==> config.mk <==
export PLATFORM = sky130hd
export DESIGN_NAME = lobt_ctrl
export DESIGN_NICKNAME = d
export VERILOG_FILES = /design/src/rtl/core/lobt_pkg.sv /design/src/rtl/core/lobt_ctrl.sv
export SDC_FILE = /design/constraint.sdc
export NUM_CORES = 1
export LEC_CHECK = 0
export BUFFER_PORTS_ARGS = -buffer_cell sky130_fd_sc_hd__buf_2
export CAP_MARGIN = 20
export CORE_MARGIN = 2
export CORE_UTILIZATION = 55
export CTS_CLUSTER_DIAMETER = 60
export DETAILED_ROUTE_END_ITERATION = 8
export PLACE_DENSITY = 0.89
export SYNTH_ARGS = -nofsm -noshare
export SYNTH_HDL_FRONTEND = slang
export SYNTH_SLANG_ARGS = --single-unit
export TNS_END_PERCENT = 30
==> constraint.sdc <==
create_clock -name clk -period 3.3 [get_ports clk]
set_clock_uncertainty 0.2 [all_clocks]
set_input_delay 0.33 -clock clk [delete_from_list [all_inputs] [get_ports clk]]
set_output_delay 0.33 -clock clk [all_outputs]
set_load 0.05 [all_outputs]
==> src/rtl/core/lobt_pkg.sv <==
// Shared types, constants and command bundle for the order book table.
`timescale 1ns / 1ps
package lobt_pkg;

	localparam int MAX_ORDERS = 64;
	localparam int IDX_W      = $clog2(MAX_ORDERS);
	localparam int CNT_W      = IDX_W + 1;

	typedef enum logic [2:0] {
		OP_INSERT = 3'd0,
		OP_CANCEL = 3'd1,
		OP_PEEK   = 3'd2,
		OP_POP    = 3'd3,
		OP_QUERY  = 3'd4
	} op_t;

	localparam logic [1:0] ST_OK        = 2'd0;
	localparam logic [1:0] ST_NOT_FOUND = 2'd1;
	localparam logic [1:0] ST_FULL      = 2'd2;
	localparam logic [1:0] ST_DUP       = 2'd3;

	// One table slot as held in the entry memory.
	typedef struct packed {
		logic [63:0] stamp;
		logic [31:0] qty;
		logic [31:0] id;
		logic [31:0] price;
		logic        buy;
	} entry_t;

	localparam int ENTRY_W = $bits(entry_t);

	// Commands from the controller to the datapath.
	typedef struct packed {
		logic             start;
		logic             issue;
		logic             eval;
		logic             phase2;
		logic             apply;
		logic             load;
		logic [IDX_W-1:0] addr;
	} cmd_t;

endpackage

==> src/rtl/core/lobt_ctrl.sv <==
// Controller: request handshake, scan sequencing and result handshake.
`timescale 1ns / 1ps
module lobt_ctrl import lobt_pkg::*; (
	input  logic clk,
	input  logic arst_n,
	input  logic in_valid,
	output logic in_ready,
	output logic out_valid,
	input  logic out_ready,
	output cmd_t cmd
);

	typedef enum logic [4:0] {
		S_IDLE  = 5'b00001,
		S_SCAN1 = 5'b00010,
		S_APPLY = 5'b00100,
		S_SCAN2 = 5'b01000,
		S_DONE  = 5'b10000
	} state_t;

	state_t           state_q;
	logic [CNT_W-1:0] cnt_q;
	logic             eval_q;
	logic             out_valid_q;
	logic             scanning, scan_end, can_load;

	always_comb begin
		scanning   = (state_q == S_SCAN1) || (state_q == S_SCAN2);
		scan_end   = (cnt_q == CNT_W'(MAX_ORDERS));
		can_load   = !out_valid_q || out_ready;
		in_ready   = (state_q == S_IDLE);
		out_valid  = out_valid_q;
		cmd.start  = in_ready && in_valid;
		cmd.issue  = scanning && !scan_end;
		cmd.eval   = eval_q;
		cmd.phase2 = (state_q == S_SCAN2);
		cmd.apply  = (state_q == S_APPLY);
		cmd.load   = (state_q == S_DONE) && can_load;
		cmd.addr   = cnt_q[IDX_W-1:0];
	end

	always_ff @(posedge clk or negedge arst_n) begin
		if (!arst_n) begin
			state_q     <= S_IDLE;
			cnt_q       <= '0;
			eval_q      <= 1'b0;
			out_valid_q <= 1'b0;
		end else begin
			eval_q <= cmd.issue;
			if (cmd.issue) begin
				cnt_q <= cnt_q + CNT_W'(1);
			end
			if (cmd.load) begin
				out_valid_q <= 1'b1;
			end else if (out_ready) begin
				out_valid_q <= 1'b0;
			end
			unique case (state_q)
				S_IDLE: begin
					if (in_valid) begin
						cnt_q   <= '0;
						state_q <= S_SCAN1;
					end
				end
				S_SCAN1: begin
					if (scan_end) begin
						state_q <= S_APPLY;
					end
				end
				S_APPLY: begin
					cnt_q   <= '0;
					state_q <= S_SCAN2;
				end
				S_SCAN2: begin
					if (scan_end) begin
						state_q <= S_DONE;
					end
				end
				S_DONE: begin
					if (can_load) begin
						state_q <= S_IDLE;
					end
				end
				default: state_q <= S_IDLE;
			endcase
		end
	end

endmodule

==> results.md <==
- In the finished design, the share of the clock period the worst path needs comes to 0.7875.
- The number of synthesis warnings is 0.
- The final count of negative-setup-slack endpoints is 0.
- The sequential fraction of the synthesis area is 0.3975.
- The commonest cells after synthesis are 13 x sky130_fd_sc_hd__dfrtp_1, 11 x sky130_fd_sc_hd__nor2_1, 8 x sky130_fd_sc_hd__nand2_1, 7 x sky130_fd_sc_hd__buf_4, 5 x sky130_fd_sc_hd__inv_1.
- In the routed design, unresolved DRC markers number 0.
- In this run the core area contains 14 standard-cell rows.
- The kind of critical path is reg -> out.
- In the final layout, the share of cells above drive strength 1 is 0.3056.
- Power spread over the standard cell area amounts to about 900 nW/um2.
- The x dimension of the die is 44.11 um.
- The data arrival time of the worst path is about 2.1 ns.
- The wire length of the first global-routing pass is approximately 2700 um.
- For this block, the routed nets add up to around 1600 um of wire.
- The per-instance average area after synthesis is about 9.4 um2.
- The count of cells along the worst register-to-register path is 6.
- After clock tree synthesis, the clock-pin slew on the worst setup and hold paths is roughly 0.090 ns.
- The number of antenna diodes in the final layout is 0.
- After synthesis, the netlist uses 39 different library cells.
- Counting flops and latches in the post-synthesis netlist gives 14.
- After routing the design area is approximately 970 um2.
- Before antenna repair, the detailed router went through 4 iterations.
- For this run, the slowest stage of the critical path takes around 0.53 ns.
- The routed wirelength normalized by instance count is around 13 um.
- The share of async-settable or async-resettable flops after synthesis is 1.000.
- Counting along the longest clock path gives a buffer depth of 2.
- The most area-hungry cell type in the Yosys netlist is sky130_fd_sc_hd__dfrtp_1.
- By area the synthesized netlist is led by sky130_fd_sc_hd__dfrtp_1 37%, sky130_fd_sc_hd__buf_4 5.9%, sky130_fd_sc_hd__nor2_1 4.7%, sky130_fd_sc_hd__xnor2_1 4.0%, sky130_fd_sc_hd__nand2_1 3.4%.
- The final worst setup slack is ~0.7 ns.
- The number of nets with antenna violations after routing is 0.
- Counting every sink on the clock net gives 14.
- The placed instances occupy a cell area of 919.6 um2.
- In this run, synthesis inferred 0 flip-flops with an integrated enable.
- The hold violation total from the final report came to 0.
- The number of nets in the finished design is about 120.
- The initial standard-cell utilization of the core is 0.5872.
- After synthesis, the largest family of logic cells by area is simple AND/OR/NAND/NOR gates.
- The compound-gate portion of the synthesized area is 0.1132.
- The hold-critical path depth is 4.
- VDD sags by at most roughly 0.55 mV.
- In this run the clock root is driven by a sky130_fd_sc_hd__clkbuf_4.
- The maximum number of pins on one net before global-route repair is 15.
- The max capacitance violation total is 0.
- The mux share of post-synthesis cell area is 0.02405.
- The total leakage power is between 0.4 and 0.5 nW.
- Adding up every negative setup slack in the final design gives 0 ns.
- The placed wire-length estimate is approximately 1200 um.
- The CTS buffer count is 3.
- STA classifies the critical path endpoint as an output pin.
- The relative slew slack is 0.6242.
- The source-to-sink clock delay at the later pin of the worst-skew pair is approximately 0.28 ns.
- The final count of pins violating max slew came to 0.
- The area share of the leading cell type in the synthesized netlist is 0.3678.
- The total routing resource utilization after global routing is 0.1915.
- The class of the tightest hold or removal check is in -> reg.
- Using the TritonRoute via totals, the vias-per-cell ratio works out to 5.524.
- The adder-cell share of the synthesized area is 0.02829.
- In this run the cell area of the synthesized design comes to 884.6 um2.
- In this run the number of H-tree levels came out at 1.
- The critical path data required time is around 2.8 ns.
- The floorplan step defined a die boundary enclosing between 1500 and 2000 um2.
- In the post-synthesis netlist, the cell with the most instances is sky130_fd_sc_hd__dfrtp_1.
- The total overflow reported by the global router is 0.
- The worst path in the final design needs a cycle of around 2.6 ns, including I/O delays and setup.
- Setup repair after global routing left no endpoint under its margin.
- The routed via count is slightly below 700.
- The region available for standard cell placement spans roughly 1500 um2.
- The worst setup path is launched from a register.
- Relative to the synthesized area, the layout overhead comes to 9.194%.
- The achievable clock frequency is approximately 380 MHz.
- The starting DRC count in detailed routing is 17.
- The fraction of the mapped netlist area in simple logic gates is 0.2786.
- The actual transition at the worst max-transition pin is ~0.56 ns.
- The cell with the largest stage delay on the worst path is sky130_fd_sc_hd__a211oi_2.
- Of the total synthesized cell area, the portion taken by XOR and XNOR cells is 0.04950.
- Pin placement for this block handled 18 I/O pins.
- The number of gates resized after CTS was 0.
- The number of antenna violations at the first check in global routing was 0.
- Along the worst path, the maximum fanout reaches 8.
- From bottom edge to top edge, the die measures 44.11 um.
- Port buffering added 17 buffers.
- The number of global-route vias before repair is 589.
- The clock tree from TritonCTS is yes.
- The number of instances in the synthesized netlist is 94.
- The signal on the critical path passes through inv_1 > ha_1 > nor4b_1 > a211oi_2 > buf_2.
- At the placement stage, the worst setup path has a slack of a little over 1 ns.
- The run finished with clean final reports.
- For this run, the leading register cell type out of synthesis is sky130_fd_sc_hd__dfrtp_1.
- Routability-driven placement finished with a final weighted congestion of 0.8552.
- The number of nets in the synthesized netlist is 100.
## per-stage QoR
step	cells	hold WS, ns	power, mW	utilization
floorplan	94	-0.1656	0.6760	-
global placement	119	0.03914	0.7316	0.6105
detailed placement	119	0.03682	0.7431	0.6105
CTS	124	0.1342	0.8704	0.6412
global route	124	0.1616	0.9250	0.6412
finish	124	0.1336	0.8673	0.6412
## sequential cells by signal (all words and copies together) (netlist names)
name,cells
cnt_q,7
eval_q,1
out_valid,1
state_q,5
## worst max-delay path, delay by kind of cell, from the launching register on
kind | cells | cell delay [ns]
compound gates | 1 | 0.53
fa+ha+maj | 1 | 0.19
buf+inv | 2 | 0.44
flops | 1 | 0.47
simple gates | 1 | 0.15
## metal layers
layer  share of wire  GRT usage
met4           0.017     0.1091
met5               0          0
met2            0.45     0.2794
met3           0.054    0.06122
met1            0.47     0.2494
## kinds of logic (layout without fill, tap and decap cells)
family	Yosys count	count (layout)
and+or+nand+nor	44	44
DFF	14	14
AOI/OAI and AO/OA	13	13
buffers and inverters	14	28
adders and majority gates	2	2
muxes	2	2
xor gates and xnor gates	5	5
## layout by cell type, fill, tap and decap left out, types with 2 or more instances in the layout
master                     count
sky130_fd_sc_hd__ha_1          2
sky130_fd_sc_hd__clkbuf_4      3
sky130_fd_sc_hd__nand3b_1      2
sky130_fd_sc_hd__nand3_1       4
sky130_fd_sc_hd__inv_1         5
sky130_fd_sc_hd__nor4_1        2
sky130_fd_sc_hd__xnor2_1       4
sky130_fd_sc_hd__nor2b_1       3
sky130_fd_sc_hd__nor3_1        2
sky130_fd_sc_hd__dfrtp_1      13
sky130_fd_sc_hd__buf_2        17
sky130_fd_sc_hd__nor2_1       11
sky130_fd_sc_hd__o21ai_0       3
sky130_fd_sc_hd__nand2_1       8
sky130_fd_sc_hd__a21oi_1       3
## path summary, 6_finish.rpt
kind                            from          to  slack [ns]
min                         in_valid  state_q[0]        0.13
max                         cnt_q[0]     cmd[10]        0.70
max reg2reg                 cnt_q[0]    cnt_q[3]        1.10
max in group asynchronous     arst_n  state_q[0]        2.36
min in group asynchronous     arst_n    cnt_q[4]        0.25
min reg2reg                out_valid   out_valid        0.35
## report_power, final
group,internal (mW),total [mW],leakage [nW],switching [mW]
Combinational,0.153,0.466,0.289,0.312
Sequential,0.216,0.277,0.188,0.0608
Clock,0.0671,0.125,0.0210,0.0576
## cell type report
type                       count  area [um2]
fill                         129       540.5
multi-input combinational     66       436.7
inverter                       5       18.77
clock buffer                   4       36.28
timing repair buffer          19       102.6
sequential                    14       351.6
tap                           16       20.02
## repair_timing
item                                    in CTS  in global routing
hold buffers                                 1                  0
buffers inserted                             0                  0
endpoints found under the setup margin       0                  0
endpoints found under the hold margin       13                  0
(Power assumes the default switching activity.)
